<file path="src/hdl/rrpts_pkg.sv">
`default_nettype none
package rrpts_pkg;
  localparam int unsigned MaxSlots = 4;
  localparam int unsigned DefSlotCount = 4;
  localparam logic [31:0] PeriodReset = 32'd3600;
  localparam logic [31:0] PollReset = 32'd1;
  localparam logic [31:0] NoneWaitSecs = 32'd3600;

  typedef enum logic [1:0] {
    REQ_POLL    = 2'd0,
    REQ_RELEASE = 2'd1,
    REQ_FORCE   = 2'd2,
    REQ_DISABLE = 2'd3
  } req_t;

  typedef enum logic [2:0] {
    OUT_ACTIVATED = 3'd0,
    OUT_WAITING   = 3'd1,
    OUT_BUSY      = 3'd2,
    OUT_NONE      = 3'd3,
    OUT_ACK       = 3'd4
  } outcome_t;

  typedef enum logic [2:0] {
    CFG_PERIOD0 = 3'd0,
    CFG_PERIOD1 = 3'd1,
    CFG_PERIOD2 = 3'd2,
    CFG_PERIOD3 = 3'd3,
    CFG_POLL    = 3'd4
  } cfg_idx_t;

  typedef enum logic [3:0] {
    ST_IDLE,
    ST_RD,
    ST_EVAL,
    ST_DIV,
    ST_MUL,
    ST_CMP,
    ST_NEXT,
    ST_FIN,
    ST_WR,
    ST_DONE
  } state_t;

  // divider handshake
  typedef struct packed {
    logic        start;
    logic [31:0] num;
    logic [31:0] den;
  } div_req_t;

  typedef struct packed {
    logic        done;
    logic [31:0] quo;
  } div_rsp_t;
endpackage
`default_nettype wire

</file>
<file path="src/hdl/rrpts_div.sv">
`default_nettype none
module rrpts_div (
  input  wire logic            clk,
  input  wire logic            rst_n,
  input  wire rrpts_pkg::div_req_t req,
  output rrpts_pkg::div_rsp_t  rsp
);
  import rrpts_pkg::*;

  logic [31:0] quo_r, quo_nxt;
  logic [31:0] rem_r, rem_nxt;
  logic [31:0] den_r, den_nxt;
  logic [5:0]  cnt_r, cnt_nxt;
  logic        busy_r, busy_nxt;
  logic        done_r, done_nxt;
  logic [32:0] trial;

  // restoring divide, one quotient bit per cycle
  always_comb begin
    quo_nxt  = quo_r;
    rem_nxt  = rem_r;
    den_nxt  = den_r;
    cnt_nxt  = cnt_r;
    busy_nxt = busy_r;
    done_nxt = 1'b0;
    trial    = {rem_r, quo_r[31]};
    if (req.start) begin
      quo_nxt  = req.num;
      rem_nxt  = '0;
      den_nxt  = req.den;
      cnt_nxt  = 6'd32;
      busy_nxt = 1'b1;
    end else if (busy_r) begin
      if (trial >= {1'b0, den_r}) begin
        rem_nxt = 32'(trial - {1'b0, den_r});
        quo_nxt = {quo_r[30:0], 1'b1};
      end else begin
        rem_nxt = trial[31:0];
        quo_nxt = {quo_r[30:0], 1'b0};
      end
      cnt_nxt = cnt_r - 6'd1;
      if (cnt_r == 6'd1) begin
        busy_nxt = 1'b0;
        done_nxt = 1'b1;
      end
    end
  end

  always_ff @(posedge clk) begin
    if (!rst_n) begin
      busy_r <= 1'b0;
      done_r <= 1'b0;
      cnt_r  <= '0;
    end else begin
      busy_r <= busy_nxt;
      done_r <= done_nxt;
      cnt_r  <= cnt_nxt;
    end
    quo_r <= quo_nxt;
    rem_r <= rem_nxt;
    den_r <= den_nxt;
  end

  assign rsp.done = done_r;
  assign rsp.quo  = quo_r;

  a_done_pulse: assert property (@(posedge clk) disable iff (!rst_n)
    done_r |=> !done_r) else $error("divider done held");
  a_cnt_idle: assert property (@(posedge clk) disable iff (!rst_n)
    !busy_r |-> !req.start || cnt_nxt == 6'd32) else $error("divider count");
  a_den_hold: assert property (@(posedge clk) disable iff (!rst_n)
    busy_r && !req.start |=> $stable(den_r)) else $error("divisor changed");
endmodule
`default_nettype wire

</file>
<file path="src/hdl/round_robin_periodic_task_scheduler.sv">
`default_nettype none
// A release, a disable, a refused force and a busy poll pass ST_RD and ST_DONE;
// an accepted force also passes ST_WR. A schedule poll walks the slots one at a
// time: ST_NEXT skips a disabled slot, others pass ST_EVAL, ST_DIV and ST_MUL
// if a division is needed, then ST_CMP; ST_FIN closes the poll. Throughput: one
// transaction at a time; busy is high from accept to out_valid. Reset (rst_n low,
// synchronous) restores control, config and slot state; the receiver cannot stall.
module round_robin_periodic_task_scheduler #(
  parameter int unsigned SLOT_COUNT = rrpts_pkg::DefSlotCount
) (
  input  wire logic        clk,
  input  wire logic        rst_n,
  input  wire logic        start,
  output logic             busy,
  input  wire logic [1:0]  in_req_type,
  input  wire logic [1:0]  in_slot_id,
  input  wire logic [31:0] in_now_secs,
  input  wire logic        in_time_valid,
  input  wire logic        in_preempt_active,
  output logic             out_valid,
  output logic [2:0]       out_outcome,
  output logic [1:0]       out_chosen_slot,
  output logic [31:0]      out_wake_secs,
  output logic             out_accepted,
  input  wire logic        cfg_we,
  input  wire logic [2:0]  cfg_index,
  input  wire logic [31:0] cfg_data
);
  import rrpts_pkg::*;

  localparam logic [1:0] LastSlot = 2'(SLOT_COUNT - 1);

  // per-slot timestamps live in one memory: {last_activation, alignment_base}
  logic [63:0] mem [MaxSlots];
  logic [63:0] rd_data_r;
  logic        mem_we;
  logic [1:0]  mem_addr;
  logic [63:0] mem_wdata;
  logic [MaxSlots-1:0] vld_r;
  logic        rd_vld_r;
  logic [63:0] rd_word;

  logic [31:0] period_r [MaxSlots];
  logic [31:0] poll_r;
  logic [MaxSlots-1:0] dis_r, dis_nxt, act_r, act_nxt;
  logic [1:0]  last_r, last_nxt;

  state_t      st_r, st_nxt;
  logic [1:0]  req_r, sid_r;
  logic [31:0] now_r;
  logic        tv_r, pre_r;

  logic [1:0]  idx_r, idx_nxt;
  logic [2:0]  step_r, step_nxt;
  logic        have_r, have_nxt;
  logic [1:0]  best_r, best_nxt;
  logic [31:0] bwait_r, bwait_nxt;
  logic [31:0] b_r, b_nxt, l_r, l_nxt, p_r, p_nxt;
  logic [31:0] due_r, due_nxt;
  logic [31:0] prod_r, prod_nxt;
  logic        zero_r, zero_nxt;

  logic        ovld_nxt, acc_nxt;
  logic [2:0]  oc_nxt;
  logic [1:0]  ch_nxt;
  logic [31:0] wk_nxt;
  logic        ovld_r, acc_r;
  logic [2:0]  oc_r;
  logic [1:0]  ch_r;
  logic [31:0] wk_r;

  div_req_t    dreq;
  div_rsp_t    drsp;

  logic [MaxSlots-1:0] live;
  logic        any_act;
  logic [1:0]  act_idx;
  logic [31:0] wt;

  rrpts_div u_div (.clk(clk), .rst_n(rst_n), .req(dreq), .rsp(drsp));

  // lowest active, enabled slot
  always_comb begin
    live = act_r & ~dis_r;
    any_act = 1'b0;
    act_idx = '0;
    for (int i = MaxSlots - 1; i >= 0; i--) begin
      if (live[i] && i < SLOT_COUNT) begin
        any_act = 1'b1;
        act_idx = 2'(i);
      end
    end
  end

  // memory: one write port, registered read
  always_ff @(posedge clk) begin
    if (mem_we) mem[mem_addr] <= mem_wdata;
    rd_data_r <= mem[mem_addr];
  end

  // entry valid bits: an entry not yet written reads as zero
  always_ff @(posedge clk) begin
    if (!rst_n) begin
      vld_r <= '0;
      rd_vld_r <= 1'b0;
    end else begin
      if (mem_we) vld_r[mem_addr] <= 1'b1;
      rd_vld_r <= vld_r[mem_addr];
    end
  end

  assign rd_word = rd_vld_r ? rd_data_r : 64'd0;

  // configuration registers
  always_ff @(posedge clk) begin
    if (!rst_n) begin
      for (int i = 0; i < MaxSlots; i++) period_r[i] <= PeriodReset;
      poll_r <= PollReset;
    end else if (cfg_we) begin
      unique case (cfg_index)
        CFG_PERIOD0: period_r[0] <= cfg_data;
        CFG_PERIOD1: period_r[1] <= cfg_data;
        CFG_PERIOD2: period_r[2] <= cfg_data;
        CFG_PERIOD3: period_r[3] <= cfg_data;
        CFG_POLL:    poll_r <= cfg_data;
        default: ;
      endcase
    end
  end

  // wait of the current slot from evaluated fields
  assign wt = zero_r ? 32'd0 : ((now_r >= due_r) ? 32'd0 : due_r - now_r);

  always_comb begin
    st_nxt = st_r;
    dis_nxt = dis_r;
    act_nxt = act_r;
    last_nxt = last_r;
    idx_nxt = idx_r;
    step_nxt = step_r;
    have_nxt = have_r;
    best_nxt = best_r;
    bwait_nxt = bwait_r;
    b_nxt = b_r;
    l_nxt = l_r;
    p_nxt = p_r;
    due_nxt = due_r;
    prod_nxt = prod_r;
    zero_nxt = zero_r;
    mem_we = 1'b0;
    mem_addr = idx_r;
    mem_wdata = {l_r, b_r};
    dreq = '0;
    ovld_nxt = 1'b0;
    oc_nxt = oc_r;
    ch_nxt = ch_r;
    wk_nxt = wk_r;
    acc_nxt = acc_r;
    unique case (st_r)
      ST_IDLE: begin
        if (start) st_nxt = ST_RD;
      end
      ST_RD: begin
        oc_nxt = OUT_ACK;
        ch_nxt = '0;
        wk_nxt = '0;
        acc_nxt = 1'b1;
        unique case (req_t'(req_r))
          REQ_POLL: begin
            if (any_act) begin
              oc_nxt = OUT_BUSY;
              ch_nxt = act_idx;
              wk_nxt = now_r + poll_r;
              st_nxt = ST_DONE;
            end else begin
              idx_nxt = (last_r == LastSlot) ? 2'd0 : last_r + 2'd1;
              step_nxt = '0;
              have_nxt = 1'b0;
              st_nxt = ST_NEXT;
            end
          end
          REQ_RELEASE: begin
            if (any_act) begin
              act_nxt[act_idx] = 1'b0;
              ch_nxt = act_idx;
            end
            st_nxt = ST_DONE;
          end
          REQ_FORCE: begin
            ch_nxt = sid_r;
            if (32'(sid_r) >= SLOT_COUNT || (act_r[sid_r] && !pre_r)) begin
              acc_nxt = 1'b0;
              st_nxt = ST_DONE;
            end else begin
              idx_nxt = sid_r;
              mem_addr = sid_r;
              st_nxt = ST_WR;
            end
          end
          REQ_DISABLE: begin
            ch_nxt = sid_r;
            if (32'(sid_r) < SLOT_COUNT) dis_nxt[sid_r] = 1'b1;
            st_nxt = ST_DONE;
          end
          default: st_nxt = ST_DONE;
        endcase
      end
      ST_WR: begin
        // force clears last activation, an activation sets it to now; both keep base
        mem_we = 1'b1;
        mem_wdata = {32'd0, rd_word[31:0]};
        st_nxt = ST_DONE;
      end
      ST_NEXT: begin
        // read issued for idx_r; skip disabled slots
        if (step_r == 3'(SLOT_COUNT)) begin
          st_nxt = ST_FIN;
        end else if (dis_r[idx_r]) begin
          step_nxt = step_r + 3'd1;
          idx_nxt = (idx_r == LastSlot) ? 2'd0 : idx_r + 2'd1;
        end else begin
          st_nxt = ST_EVAL;
        end
      end
      ST_EVAL: begin
        l_nxt = rd_word[63:32];
        b_nxt = rd_word[31:0];
        if (rd_word[31:0] == 32'd0 && tv_r) b_nxt = now_r;
        p_nxt = period_r[idx_r];
        // write back the base
        mem_we = 1'b1;
        mem_wdata = {l_nxt, b_nxt};
        zero_nxt = (l_nxt == 32'd0) || (l_nxt < b_nxt) || (l_nxt > now_r);
        if (zero_nxt) begin
          st_nxt = ST_CMP;
        end else if (b_nxt == 32'd0) begin
          due_nxt = l_nxt + p_nxt;
          st_nxt = ST_CMP;
        end else begin
          if (p_nxt == 32'd0) p_nxt = 32'd1;
          dreq.start = 1'b1;
          dreq.num = l_nxt - b_nxt;
          dreq.den = p_nxt;
          st_nxt = ST_DIV;
        end
      end
      ST_DIV: begin
        // (quotient + 1) * period, kept to 32 bits
        if (drsp.done) begin
          prod_nxt = drsp.quo * p_r + p_r;
          st_nxt = ST_MUL;
        end
      end
      ST_MUL: begin
        due_nxt = b_r + prod_r;
        st_nxt = ST_CMP;
      end
      ST_CMP: begin
        if (!have_r || wt < bwait_r) begin
          have_nxt = 1'b1;
          bwait_nxt = wt;
          best_nxt = idx_r;
        end
        step_nxt = step_r + 3'd1;
        idx_nxt = (idx_r == LastSlot) ? 2'd0 : idx_r + 2'd1;
        st_nxt = ST_NEXT;
      end
      ST_FIN: begin
        mem_addr = best_r;
        if (!have_r) begin
          oc_nxt = OUT_NONE;
          wk_nxt = now_r + NoneWaitSecs;
          st_nxt = ST_DONE;
        end else if (bwait_r != 32'd0) begin
          oc_nxt = OUT_WAITING;
          ch_nxt = best_r;
          wk_nxt = now_r + bwait_r + 32'd1;
          st_nxt = ST_DONE;
        end else begin
          oc_nxt = OUT_ACTIVATED;
          ch_nxt = best_r;
          wk_nxt = now_r;
          last_nxt = best_r;
          act_nxt[best_r] = 1'b1;
          idx_nxt = best_r;
          st_nxt = ST_WR;
          step_nxt = 3'd7;
        end
      end
      ST_DONE: begin
        ovld_nxt = 1'b1;
        st_nxt = ST_IDLE;
      end
      default: st_nxt = ST_IDLE;
    endcase
    // activation write uses now instead of zero
    if (st_r == ST_WR && step_r == 3'd7) mem_wdata = {now_r, rd_word[31:0]};
  end

  always_ff @(posedge clk) begin
    if (!rst_n) begin
      st_r <= ST_IDLE;
      dis_r <= '0;
      act_r <= '0;
      last_r <= LastSlot;
      ovld_r <= 1'b0;
      step_r <= '0;
      idx_r <= '0;
      have_r <= 1'b0;
    end else begin
      st_r <= st_nxt;
      dis_r <= dis_nxt;
      act_r <= act_nxt;
      last_r <= last_nxt;
      ovld_r <= ovld_nxt;
      step_r <= (st_r == ST_IDLE) ? 3'd0 : step_nxt;
      idx_r <= idx_nxt;
      have_r <= have_nxt;
    end
    if (st_r == ST_IDLE && start) begin
      req_r <= in_req_type;
      sid_r <= in_slot_id;
      now_r <= in_now_secs;
      tv_r <= in_time_valid;
      pre_r <= in_preempt_active;
    end
    best_r <= best_nxt;
    bwait_r <= bwait_nxt;
    b_r <= b_nxt;
    l_r <= l_nxt;
    p_r <= p_nxt;
    due_r <= due_nxt;
    prod_r <= prod_nxt;
    zero_r <= zero_nxt;
    oc_r <= oc_nxt;
    ch_r <= ch_nxt;
    wk_r <= wk_nxt;
    acc_r <= acc_nxt;
  end

  assign busy = (st_r != ST_IDLE);
  assign out_valid = ovld_r;
  assign out_outcome = oc_r;
  assign out_chosen_slot = ch_r;
  assign out_wake_secs = wk_r;
  assign out_accepted = acc_r;

  a_one_result: assert property (@(posedge clk) disable iff (!rst_n)
    out_valid |-> st_r == ST_IDLE) else $error("result outside idle");
  a_activate_marks: assert property (@(posedge clk) disable iff (!rst_n)
    out_valid && out_outcome == OUT_ACTIVATED |-> act_r[out_chosen_slot])
    else $error("activated slot not marked");
  a_start_busy: assert property (@(posedge clk) disable iff (!rst_n)
    start && !busy |=> busy) else $error("start not taken");
endmodule
`default_nettype wire
</file>
<file path="config.mk">
export PLATFORM = sky130hd
export DESIGN_NAME = round_robin_periodic_task_scheduler
export DESIGN_NICKNAME = d
export VERILOG_FILES = /design/src/hdl/rrpts_pkg.sv /design/src/hdl/rrpts_div.sv /design/src/hdl/round_robin_periodic_task_scheduler.sv
export SDC_FILE = /design/constraint.sdc
export NUM_CORES = 2
export LEC_CHECK = 0
export BUFFER_PORTS_ARGS = -buffer_cell sky130_fd_sc_hd__buf_2
export CAP_MARGIN = 20
export CELL_PAD_IN_SITES_DETAIL_PLACEMENT = 1
export CELL_PAD_IN_SITES_GLOBAL_PLACEMENT = 1
export CORE_AREA = 4 4 469 471
export DETAILED_ROUTE_END_ITERATION = 12
export DIE_AREA = 0 0 473 475
export PLACE_DENSITY = 0.6
export SLEW_MARGIN = 20
export SYNTH_ARGS = -nofsm -noshare
export SYNTH_HDL_FRONTEND = slang
export SYNTH_SLANG_ARGS = --single-unit
</file>
<file path="constraint.sdc">
create_clock -name clk -period 8.05 [get_ports clk]
set_input_delay 0.4025 -clock clk [delete_from_list [all_inputs] [get_ports clk]]
set_output_delay 0.4025 -clock clk [all_outputs]
set_load 0.1 [all_outputs]
</file>
==> qor.csv <==
metric,value,unit
"top cells by area, synth","edfxtp_1 33%, fa_1 14%, ha_1 8.0%",
MaxCap Viol Count,0,
syn nets,7224,
Vias per Instance,5.166,
startpoint types,register,
Row Count,171,
CP max FO,14,
antenna-violating nets left,0,
final hold violations,0,
Area Growth Syn to Fin,14.03,%
Die Width,473,um
largest net degree at the start of global routing,134,
CTS max path bufs,3,
CP Buf/Inv Count,5,
Filler Cell Count,24334,
slew of the pin with the lowest slew margin,1.118,ns
PD cells,280.5,nW/um^2
placed cell area,69190,um^2
Initial Utilization,29.86,%
Worst VDD drop,0.3083,mV
post-synthesis simple-gate area fraction,15.38,%
HPWL Detailed,182100,um
top_reg_cell synth,edfxtp_1,
main combinational cell family by area after synthesis,adder cells,
Final min period,7.714,ns
DRC,0,
first-pass GRT wire length,348000,um
Die Y,475,um
Worst EP required,8.51,ns
CTS tree,yes,
final instance area,73580,um^2
Placed Cells,9166,
clk_lat worst skew,0.79,ns
Nets,7419,
clk slew on worst S/H paths,0.06,ns
Post-synth EDFFs,719,
post-synthesis mux area share,2.703,%
RSZ-0062 raised after global routing,no,
drt first-iter violations,3310,
CTS Root Cell,clkbuf_16,
total power,20.64,mW
max_slew headroom,24.79,%
Syn Area/Cell,10.26,um^2
status,completed,
YS warnings,0,
number of global-route vias before repair,51474,
compound-cell area share of the yosys netlist,11.99,%
cell taking the most area after synthesis,edfxtp_1,
sequential area share after synthesis,38.55,%
HP Class,primary input to register,
GPL Wtd Cong,0.9094,
Post-Synthesis Cell Area,64530,um^2
WS Path Type,register to register,
Pins Over Slew Limit,0,
via count,48724,
synthesized flop and latch total,883,
Cells after Synth,6288,
asr flop ratio synth,0,%
WL/cell,25.10,um
Max Clock Freq,129.6,MHz
setup violators final,0,
clk sink count,883,
H-tree Lvls,3,
full die area,224700,um^2
area fraction of the dominant cell type after synthesis,33.46,%
post-synthesis xor/xnor area fraction,3.801,%
number of top-level pins,117,
most frequent cells in the layout,"757 x nand2_1, 719 x edfxtp_1, 697 x inv_1, 524 x and2_1, 445 x fa_1",
crit-path leading delay family,adder cells,
CTS Buf Count,103,
PortBufs,116,
Routed WL,236800,um
layout cells sized above 1,9.553,%
Final Non-Filler Cells,9431,
CP peak stage delay,0.59,ns
WP data arrival,8.17,ns
"Slowest-stage cell, CP",fa_1,
Overflow after GRT,0,
Final Cycle Share,95.82,%
Global Route Usage Sum,20.75,%
Synth Area in Adders,21.83,%
DR pass1 iterations,5,
Most common cell on crit path,fa_1,
crit end category,register,
setup TNS,0,ns
leak pwr,30.34,nW
"Core Util, Final",34.05,%
distinct cell type count after synthesis,88,
Worst Skew,0.07693,ns
initial antenna violation count,12,
core area,216100,um^2
"commonest non-fill, non-tap cell in the layout",nand2_1,
-- worst register-to-register path, stage by stage (launching register included) --
cell	delay, ns
edfxtp_1	0.47
buf_4	0.24
and2_1	0.17
fa_1	0.46
fa_1	0.49
fa_1	0.59
inv_1	0.07
fa_1	0.49
inv_1	0.05
fa_1	0.48
fa_1	0.45
fa_1	0.52
inv_1	0.05
fa_1	0.53
inv_1	0.06
ha_1	0.34
a21o_1	0.19
a21o_1	0.17
a21o_1	0.18
a21oi_2	0.17
nand2b_1	0.16
o2111ai_1	0.19
a31o_2	0.28
a21o_1	0.19
a21o_1	0.18
a21oi_1	0.19
xnor2_1	0.09
-- area by class of cell --
type                    count  area, um^2  share of cell area (%)
multi-input cells        4425       36090                   49.05
flip-flops and latches    883       24880                   33.81
well taps                2854        3571                   4.853
clock buffers             125        2750                   3.738
repair buffers            370        2695                   3.663
inverters                 700        2630                   3.574
clock inverters            71       954.7                   1.297
diodes                      3       7.507                 0.01020
-- sequential cells by signal, indices dropped and copies added (netlist names), 4 cells and up, named ones only --
| register | flops |
|---|---|
| p_r | 32 |
| l_r | 32 |
| rd_data_r | 64 |
| vld_r | 4 |
| out_wake_secs | 32 |
| u_div.quo_r | 32 |
| prod_r | 32 |
| poll_r | 32 |
| bwait_r | 32 |
| mem | 256 |
| act_r | 4 |
| b_r | 32 |
| now_r | 32 |
| u_div.cnt_r | 6 |
| u_div.den_r | 32 |
| st_r | 4 |
| period_r | 128 |
| due_r | 32 |
| u_div.rem_r | 32 |
| dis_r | 4 |
-- layer usage --
layer / wire length (um) / track usage [%] / up-vias
li1: - / - / 22032
met1: 105200 / 27.88 / 25255
met2: 112000 / 34.73 / 1146
met3: 10590 / 2.203 / 289
met4: 8880 / 7.347 / 2
met5: 16 / 0 / -
-- worst paths after layout --
kind,cells after the start,slack (ns),end,from
min,3,0.05,poll_r[26]$_SDFFE_PN0P_,cfg_data[26]
min reg2reg,1,0.47,vld_r[3]$_SDFFE_PN0N_,vld_r[3]$_SDFFE_PN0N_
max,26,0.34,prod_r[31]$_DFFE_PP_,p_r[5]$_DFFE_PP_
max reg2reg,26,0.34,prod_r[31]$_DFFE_PP_,p_r[5]$_DFFE_PP_
-- power by group --
part	switching, mW	leakage [nW]	total (mW)	internal, mW
clock	2.14	1.80	5.09	2.96
combinational	6.08	20.4	9.60	3.53
sequential	0.260	8.09	5.94	5.68
total	8.47	30.3	20.6	12.2
-- synth_stat cells (all sizes together) (6+ instances only) --
cell type,number
o21a,45
nand2,760
and3,27
o31a,8
a22oi,31
a21oi,285
mux4,65
xor2,93
o21ai,215
or3,35
nand2b,55
a31oi,90
a21boi,74
a31o,7
a211oi,105
ha,414
o2111ai,8
nor3,55
a21o,115
a211o,6
mux2,8
o22ai,36
and2,524
nand4,52
nor2,248
buf,32
edfxtp,719
mux2i,19
o31ai,17
dfxtp,164
o221ai,37
fa,445
nand3,103
inv,697
nor2b,60
nor4,52
a2111oi,10
clkbuf,248
o211ai,29
nor3b,10
o21bai,24
xnor2,187
or2,16
-- timing repair --
item                                   in CTS  in global routing
gates resized for setup                     0                  1
hold buffers                               63                  0
endpoints found under the hold margin     108                  0
setup buffers                               0                  3
setup endpoints to repair                   0                  1
-- stage by stage --
| stage | setup WS, ns | hold slack, ns |
|---|---|---|
| after global routing | 0.001592 | 0.04470 |
| after floorplan | 0.04749 | 0.4354 |
| after global placement | 0.3974 | 0.4422 |
| final | 0.3363 | 0.05277 |
| after detailed placement | 0.3326 | 0.4509 |
| after CTS | 0.2249 | 0.0004196 |
-- cells by family after synthesis --
group	count (synthesis)
buffers and inverters	980
xor gates and xnor gates	280
muxes	92
and+or+nand+nor	2013
DFF	883
AOI/OAI and AO/OA	1181
adders and majority gates	859
No activity file was read; power rests on OpenSTA's default activity.
